### config.mk
export PLATFORM = sky130hd
export DESIGN_NAME = debounced_threshold_alarm_ctrl
export DESIGN_NICKNAME = d
export VERILOG_FILES = /design/src/hdl/dta_pkg.sv /design/src/hdl/debounced_threshold_alarm_ctrl.sv /design/src/hdl/dta_debounce.sv /design/src/hdl/dta_mode_ctrl.sv
export SDC_FILE = /design/constraint.sdc
export NUM_CORES = 1
export LEC_CHECK = 0
export ABC_AREA = 1
export BUFFER_PORTS_ARGS = -buffer_cell sky130_fd_sc_hd__clkbuf_2
export CORE_AREA = 2 2 200 202
export CTS_BUF_LIST = sky130_fd_sc_hd__clkbuf_4
export CTS_CLUSTER_SIZE = 20
export DETAILED_ROUTE_END_ITERATION = 6
export DIE_AREA = 0 0 202 204
export MAX_ROUTING_LAYER = met4
export PLACE_DENSITY_LB_ADDON = 0.12
export SLEW_MARGIN = 20
export SYNTH_ARGS = -nofsm -noshare
export SYNTH_HDL_FRONTEND = slang
export SYNTH_SLANG_ARGS = --single-unit
### constraint.sdc
create_clock -name clk -period 4.6 [get_ports clk]
set_clock_uncertainty 0.1 [all_clocks]
set_input_delay 1.15 -clock clk [delete_from_list [all_inputs] [get_ports clk]]
set_output_delay 1.15 -clock clk [all_outputs]
set_load 0.02 [all_outputs]
### src/hdl/dta_pkg.sv
package dta_pkg;

    localparam int COUNT_WIDTH_DEFAULT = 16;
    localparam int CFG_INDEX_WIDTH = 2;
    localparam int CFG_DATA_WIDTH = 16;

    typedef enum logic [CFG_INDEX_WIDTH-1:0] {
        REG_DEBOUNCE_TICKS = 2'd0,
        REG_THRESHOLD_STEP = 2'd1,
        REG_THRESHOLD_MAX  = 2'd2
    } cfg_reg_t;

    localparam logic [15:0] DEBOUNCE_TICKS_RESET = 16'd50;
    localparam logic [9:0]  THRESHOLD_STEP_RESET = 10'd10;
    localparam logic [15:0] THRESHOLD_MAX_RESET  = 16'd10000;
    localparam logic [15:0] THRESHOLD_RESET      = 16'd50;

    typedef enum logic [2:0] {
        PH_IDLE   = 3'd0,
        PH_BOUNCE = 3'd1,
        PH_HELD   = 3'd2,
        PH_FALL   = 3'd3,
        PH_RISE   = 3'd4
    } key_phase_t;

    typedef enum logic [1:0] {
        MODE_NORMAL  = 2'd0,
        MODE_ALARM   = 2'd1,
        MODE_PASSIVE = 2'd2
    } mode_t;

    typedef struct packed {
        logic        alarm_key_level;
        logic        raise_key_level;
        logic        lower_key_level;
        logic [15:0] measurement;
    } sample_t;

    typedef struct packed {
        logic [1:0]  mode;
        logic        alarm_active;
        logic        alarm_switched;
        logic [15:0] threshold_now;
        logic        threshold_changed;
        logic        request_refused;
    } result_t;

    typedef struct packed {
        logic [15:0] debounce_ticks;
        logic [9:0]  threshold_step;
        logic [15:0] threshold_max;
    } settings_t;

    typedef struct packed {
        logic alarm;
        logic raise;
        logic lower;
    } key_events_t;

endpackage

### src/hdl/debounced_threshold_alarm_ctrl.sv
// Debounced threshold alarm controller. Each sample transfer is one tick: three
// raw active-low key levels are debounced into press events, which drive a
// normal/alarm/passive mode machine and step the alarm threshold. One result
// transfer leaves for every sample transfer, once the sample has passed the
// input register, then the result register. A sample can be taken every
// cycle while the result side does not stall; the single pass through the
// debouncers and the mode machine sets that rate. Registers: 0 debounce_ticks,
// 1 threshold_step, 2 threshold_max; write them only while no sample is in flight.
module debounced_threshold_alarm_ctrl #(
    parameter int COUNT_WIDTH = dta_pkg::COUNT_WIDTH_DEFAULT
) (
    input  logic                                 clk,
    input  logic                                 rst_n,
    input  logic                                 sample_valid,
    output logic                                 sample_stall,
    input  dta_pkg::sample_t                     sample,
    output logic                                 result_valid,
    input  logic                                 result_stall,
    output dta_pkg::result_t                     result,
    input  logic                                 cfg_valid,
    output logic                                 cfg_ready,
    input  logic [dta_pkg::CFG_INDEX_WIDTH-1:0]  cfg_index,
    input  logic [dta_pkg::CFG_DATA_WIDTH-1:0]   cfg_data
);
    import dta_pkg::*;

    settings_t   settings_reg;
    logic        hold_valid_reg;
    sample_t     hold_reg;
    logic        out_valid_reg;
    result_t     out_reg;
    logic        out_ready, advance, accept;
    key_events_t events;
    result_t     result_calc;

    assign cfg_ready = 1'b1;

    always_ff @(posedge clk or negedge rst_n)
    begin
        if (!rst_n)
        begin
            settings_reg.debounce_ticks <= DEBOUNCE_TICKS_RESET;
            settings_reg.threshold_step <= THRESHOLD_STEP_RESET;
            settings_reg.threshold_max  <= THRESHOLD_MAX_RESET;
        end
        else if (cfg_valid && cfg_ready)
        begin
            case (cfg_reg_t'(cfg_index))
                REG_DEBOUNCE_TICKS: settings_reg.debounce_ticks <= cfg_data[15:0];
                REG_THRESHOLD_STEP: settings_reg.threshold_step <= cfg_data[9:0];
                REG_THRESHOLD_MAX:  settings_reg.threshold_max  <= cfg_data[15:0];
                default:            settings_reg <= settings_reg;
            endcase
        end
    end

    // two-register pipe, each stage moves when the one after it frees up
    assign out_ready    = !out_valid_reg || !result_stall;
    assign advance      = hold_valid_reg && out_ready;
    assign sample_stall = hold_valid_reg && !out_ready;
    assign accept       = sample_valid && !sample_stall;
    assign result_valid = out_valid_reg;
    assign result       = out_reg;

    always_ff @(posedge clk or negedge rst_n)
    begin
        if (!rst_n)
        begin
            hold_valid_reg <= 1'b0;
            out_valid_reg  <= 1'b0;
        end
        else
        begin
            if (accept)
                hold_valid_reg <= 1'b1;
            else if (advance)
                hold_valid_reg <= 1'b0;
            if (out_ready)
                out_valid_reg <= advance;
        end
    end

    always_ff @(posedge clk)
    begin
        if (accept)
            hold_reg <= sample;
        if (advance)
            out_reg <= result_calc;
    end

    dta_debounce #(.COUNT_WIDTH(COUNT_WIDTH)) u_alarm_key (
        .clk            (clk),
        .rst_n          (rst_n),
        .en             (advance),
        .level          (hold_reg.alarm_key_level),
        .debounce_ticks (settings_reg.debounce_ticks),
        .press          (events.alarm)
    );

    dta_debounce #(.COUNT_WIDTH(COUNT_WIDTH)) u_raise_key (
        .clk            (clk),
        .rst_n          (rst_n),
        .en             (advance),
        .level          (hold_reg.raise_key_level),
        .debounce_ticks (settings_reg.debounce_ticks),
        .press          (events.raise)
    );

    dta_debounce #(.COUNT_WIDTH(COUNT_WIDTH)) u_lower_key (
        .clk            (clk),
        .rst_n          (rst_n),
        .en             (advance),
        .level          (hold_reg.lower_key_level),
        .debounce_ticks (settings_reg.debounce_ticks),
        .press          (events.lower)
    );

    dta_mode_ctrl u_mode_ctrl (
        .clk         (clk),
        .rst_n       (rst_n),
        .en          (advance),
        .events      (events),
        .measurement (hold_reg.measurement),
        .settings    (settings_reg),
        .result      (result_calc)
    );

endmodule

### src/hdl/dta_debounce.sv
module dta_debounce #(
    parameter int COUNT_WIDTH = dta_pkg::COUNT_WIDTH_DEFAULT
) (
    input  logic        clk,
    input  logic        rst_n,
    input  logic        en,
    input  logic        level,
    input  logic [15:0] debounce_ticks,
    output logic        press
);
    import dta_pkg::*;

    localparam int CMP_WIDTH = (COUNT_WIDTH > 16) ? COUNT_WIDTH : 16;
    localparam logic [COUNT_WIDTH-1:0] COUNT_MAX = {COUNT_WIDTH{1'b1}};

    key_phase_t             phase_reg, phase_next;
    logic                   last_reg, last_next;
    logic [COUNT_WIDTH-1:0] count_reg, count_next;
    logic [COUNT_WIDTH-1:0] count_inc;
    logic [CMP_WIDTH-1:0]   ticks_ext, max_ext, target, count_ext;
    logic                   low;

    assign low       = ~level;
    assign count_inc = (count_reg != COUNT_MAX) ? count_reg + 1'b1 : count_reg;
    assign ticks_ext = CMP_WIDTH'(debounce_ticks);
    assign max_ext   = CMP_WIDTH'(COUNT_MAX);
    assign target    = (ticks_ext > max_ext) ? max_ext : ticks_ext;
    assign count_ext = CMP_WIDTH'(count_inc);

    always_ff @(posedge clk or negedge rst_n)
    begin
        if (!rst_n)
        begin
            phase_reg <= PH_IDLE;
            last_reg  <= 1'b0;
            count_reg <= '0;
        end
        else if (en)
        begin
            phase_reg <= phase_next;
            last_reg  <= last_next;
            count_reg <= count_next;
        end
    end

    always_comb
    begin
        phase_next = phase_reg;
        last_next  = last_reg;
        count_next = count_reg;
        case (phase_reg)
            PH_BOUNCE:
            begin
                count_next = count_inc;
                if (count_ext >= target)
                begin
                    if (low && !last_reg)
                        phase_next = PH_FALL;
                    else if (!low && last_reg)
                        phase_next = PH_RISE;
                    else
                        phase_next = last_reg ? PH_HELD : PH_IDLE;
                end
            end
            PH_FALL:
            begin
                if (low)
                    phase_next = PH_HELD;
                else
                begin
                    phase_next = PH_BOUNCE;
                    last_next  = 1'b1;
                    count_next = '0;
                end
            end
            PH_HELD:
            begin
                if (!low)
                begin
                    phase_next = PH_BOUNCE;
                    last_next  = 1'b1;
                    count_next = '0;
                end
            end
            PH_RISE:
            begin
                if (!low)
                    phase_next = PH_IDLE;
                else
                begin
                    phase_next = PH_BOUNCE;
                    last_next  = 1'b0;
                    count_next = '0;
                end
            end
            default:
            begin
                phase_next = PH_IDLE;
                if (low)
                begin
                    phase_next = PH_BOUNCE;
                    last_next  = 1'b0;
                    count_next = '0;
                end
            end
        endcase
    end

    assign press = (phase_next == PH_FALL);

endmodule

### src/hdl/dta_mode_ctrl.sv
module dta_mode_ctrl (
    input  logic                  clk,
    input  logic                  rst_n,
    input  logic                  en,
    input  dta_pkg::key_events_t  events,
    input  logic [15:0]           measurement,
    input  dta_pkg::settings_t    settings,
    output dta_pkg::result_t      result
);
    import dta_pkg::*;

    mode_t       mode_reg, mode_next;
    logic        drive_reg, drive_next;
    logic [15:0] thr_reg, thr_next;
    mode_t       mode_cur;
    logic        do_raise, do_lower, refused;
    logic [16:0] thr_sum;
    logic [15:0] step_ext;

    assign step_ext = 16'(settings.threshold_step);
    assign thr_sum  = {1'b0, thr_reg} + {1'b0, step_ext};

    always_ff @(posedge clk or negedge rst_n)
    begin
        if (!rst_n)
        begin
            mode_reg  <= MODE_NORMAL;
            drive_reg <= 1'b0;
            thr_reg   <= THRESHOLD_RESET;
        end
        else if (en)
        begin
            mode_reg  <= mode_next;
            drive_reg <= drive_next;
            thr_reg   <= thr_next;
        end
    end

    always_comb
    begin
        case (mode_reg)
            MODE_ALARM:   mode_cur = MODE_ALARM;
            MODE_PASSIVE: mode_cur = MODE_PASSIVE;
            default:      mode_cur = MODE_NORMAL;
        endcase
        if (events.alarm)
            mode_cur = (mode_cur == MODE_PASSIVE) ? MODE_NORMAL : MODE_PASSIVE;

        refused  = 1'b0;
        do_raise = 1'b0;
        do_lower = 1'b0;
        if (events.raise)
        begin
            if (mode_cur == MODE_ALARM)
                refused = 1'b1;
            else
                do_raise = 1'b1;
        end
        if (events.lower && !do_raise)
        begin
            if (mode_cur == MODE_ALARM)
                refused = 1'b1;
            else
                do_lower = 1'b1;
        end

        mode_next  = mode_cur;
        thr_next   = thr_reg;
        drive_next = 1'b0;
        if (do_raise)
            thr_next = (thr_sum > {1'b0, settings.threshold_max})
                       ? settings.threshold_max : thr_sum[15:0];
        else if (do_lower)
            thr_next = (thr_reg < step_ext) ? '0 : thr_reg - step_ext;
        else if (mode_cur == MODE_NORMAL)
        begin
            if (measurement >= thr_reg)
                mode_next = MODE_ALARM;
        end
        else if (mode_cur == MODE_ALARM)
        begin
            drive_next = 1'b1;
            if (measurement < thr_reg)
                mode_next = MODE_NORMAL;
        end

        result.mode              = mode_next;
        result.alarm_active      = drive_next;
        result.alarm_switched    = drive_next != drive_reg;
        result.threshold_now     = thr_next;
        result.threshold_changed = thr_next != thr_reg;
        result.request_refused   = refused;
    end

endmodule

==> impl_results.md <==
* Status: finished, violations left
* Global-route wire length before repair at 54.9 mm
* Final #Nets at 1819
* Hold Slack at 0.398 ns
* Number of enable flip-flop cells after synthesis at 41
* Clock buffer depth at 2
* Layout cells sized above 1 at 18.4%
* Routed vias at 10300
* DRC errors left at 0
* RD Place Congestion at 0.918
* Starting Density at 29.5%
* Net count after synthesis at 1669
* IO Port Bufs at 65
* RSZ-0062 raised after global routing: true
* Crit Path Max Fanout at 5
* Synthesized area per cell at 7.58 sq um
* Part of the power in registers at 30.0%
* Post-place setup slack at -0.259 ns
* TritonCTS buffer count at 17
* Core Area at 39200 sq um
* ANT nets after route at 0
* Row cnt at 73
* CTS root buffer: clkbuf_4
* Synth warnings at 0
* Worst slew margin at 39.2%
* Main synth FF type: dfrtp_1
* Period utilisation layout at 100%
* Unique masters post-synth at 48
* Overflow after GRT at 0
* CP Data Required Time at 4.91 ns
* Synth Instances at 1522
* Hold Path Class: reg2reg
* Num ports at 67
* Hold worst-path end: settings_reg[31]
* Worst setup EP type: flip-flop
* Worst hold path depth at 2
* DP HPWL at 27.0 mm
* FF-to-FF setup slack at -0.01 ns
* Max reg flops at 42
* Gr usage total at 17.8%
* Yosys reg bits at 164
* Final Hold Fails at 0
* DRT Wirelength at 34.7 mm
* TritonCTS sink count at 164
* Die Width at 202 um
* Path depth of the worst reg2reg path at 31
* Switching power at 3.15 mW
* Seq/Total Area, Yosys at 37.5%
* CP Launch Type: flip-flop
* CP max stage delay at 0.39 ns
* Post-synth ARST share at 75.0%
* Min-delay src: settings_reg[31]
* Worst slew pin tran at 0.911 ns
* Die H at 204 um
* Fin cells at 2211
* Total negative slack at -0.0114 ns
* Final setup fails at 1
* Largest net degree at the start of global routing at 89
* Tmin final at 4.61 ns
* Via density at 4.68
* Insertion delay to the later sink of the worst-skew pair at 0.65 ns
* Top-area cell type share of the netlist area at 23.8%
* Peak Freq at 217 MHz
* Antenna violations before repair at 1
* Worst-path clk slew at 0.15 ns
* CTS tree: yes
* Failing checks: negative setup slack
* Max VDD drop at 0.189 mV
* RR Startpoint: u_alarm_key.count_reg[0]
* Sw Ratio at 47.6%
* Layout area overhead at 19.2%
* CP arrival at 4.92 ns
* Placed Cells at 2152
* Clock power frac at 14.2%
* Most frequent CP cell: nand2_1
* WS Path Type: reg2reg
* Final setup margin at -0.0114 ns
* Reg2reg end: result[1]
* Final slew viol count at 0
* Iter 0 DRT Violations at 757
* Number of global-route vias before repair at 10100
* Comb pwr share at 55.8%
* Leak at 6.78 nW
* Synth area leader: dfrtp_1
* Cell area after synthesis at 11500 sq um
* Initial DRT Pass Iterations at 5
* Power Dens Cells at 481 nW/um^2
* H-tree depth at 4
* CP max-delay cell: dfrtp_1
* Max-cap viol count at 0
* Avg WL per Cell at 15.7 um
* Internal power at 3.47 mW
* Die ar. at 41200 sq um
* Top post-synthesis cells by area: dfrtp_1, nand2_1, ha_1
## layer usage
metal / vias to the layer above / GRT usage [%] / part of all wire (%)
li1: 5302 / - / -
met1: 4834 / 23.4 / 49
met2: 175 / 28.4 / 47
met3: 32 / 2.63 / 3.0
met4: 0 / 5.28 / 1.5
met5: - / - / 0
## timing repair
action / 4_1_cts / 5_1_grt
gates resized for setup: 11 / 70
pin swaps: 5 / 45
hold buffers: 0 / 0
setup buffers: 4 / 22
cloned: 0 / 2
setup endpoints to repair: 1 / 33
## through the flow
stage	area (sq um)	total power, mW	util (%)
4_1_cts	13300	6.56	33.9
3_5_place_dp	12900	5.54	32.9
5_1_grt	13800	7.28	35.1
3_3_place_gp	12900	5.54	32.9
6_report	13800	6.62	35.1
2_1_floorplan	11500	4.45	-
## area by class of cell
| cell class | instances | area [sq um] |
|---|---|---|
| flip-flops and latches | 164 | 4330 |
| diodes | 1 | 2.50 |
| inverters | 257 | 972 |
| clock buffers | 20 | 150 |
| clock inverters | 12 | 139 |
| well taps | 525 | 657 |
| repair buffers | 161 | 1120 |
| fillers | 4185 | 25400 |
| multi-input cells | 1071 | 6380 |
## logic make-up (layout without fill, tap and decap cells)
group	after synthesis	count (layout)	share of synthesized area (%)
buffers and inverters	287	450	9.75
other	1	2	0.0325
AO/OA/AOI/OAI	274	274	12.9
XOR/XNOR	47	47	3.57
flip-flops	164	164	37.5
adder cells (fa/ha/maj)	105	105	11.5
AND/OR/NAND/NOR	644	644	24.8
## Yosys cell counts, types with 4 or more instances
cell / count
nand2_1: 344
inv_1: 245
o21ai_0: 140
dfrtp_1: 110
ha_1: 103
nor2_1: 101
nand3_1: 87
a21oi_1: 76
xor2_1: 44
edfxtp_1: 41
nor3_1: 37
nand4_1: 25
o22ai_1: 23
clkbuf_1: 17
nand2_2: 14
dfstp_2: 13
nand3_2: 10
inv_2: 9
a31oi_1: 8
buf_2: 7
nor4_1: 6
o21a_1: 6
o31ai_1: 5
buf_4: 4
nand2_4: 4
## power groups by stage
stage	combinational, mW	sequential [mW]	clock (mW)
2_1_floorplan	2.43	2.02	0
3_3_place_gp	3.51	2.03	0
3_5_place_dp	3.52	2.02	0
4_1_cts	3.58	1.99	0.991
5_1_grt	4.20	2.03	1.05
6_report	3.69	1.99	0.939
## worst max-delay path, delay by kind of cell, from the launching register on
kind	cells	cell delay, ns
and+or+nand+nor	22	2.64
adders and majority gates	2	0.48
xor gates and xnor gates	1	0.19
buffers and inverters	6	0.58
DFF	1	0.39
## worst max path at each step
| stage | endpoint | cells after the start | startpoint | slack [ns] |
|---|---|---|---|---|
| finish | result[1] | 31 | u_alarm_key.count_reg[0] | -0.01 |
| global route | result[1] | 31 | u_alarm_key.count_reg[0] | -0.35 |
| CTS | result[1] | 31 | u_lower_key.count_reg[0] | 0.002 |
| detailed placement | result[1] | 31 | u_alarm_key.count_reg[0] | -0.26 |
| global placement | result[1] | 31 | u_alarm_key.count_reg[0] | -0.27 |
| floorplan | result[1] | 31 | u_lower_key.count_reg[0] | 0.60 |
## cell usage in the layout (no fill, tap or decap), types with 4 or more instances in the layout
master	count
nand2_2	27
buf_4	85
nor3_1	29
nand4_1	25
nor2_4	4
o21ai_1	8
inv_2	13
o21a_1	6
edfxtp_1	41
nand3_1	76
nor2_1	96
clkbuf_4	20
o22ai_1	23
buf_6	7
ha_1	99
nand2_4	5
clkinv_1	5
nor3_2	7
nand2_1	330
nor2_2	6
o21ai_0	133
nand3_2	19
dfstp_2	13
xor2_1	42
a21oi_1	72
o31ai_1	5
a31oi_1	7
dfrtp_1	109
inv_1	241
clkbuf_2	64
a21oi_2	6
(Power assumes the default switching activity.)
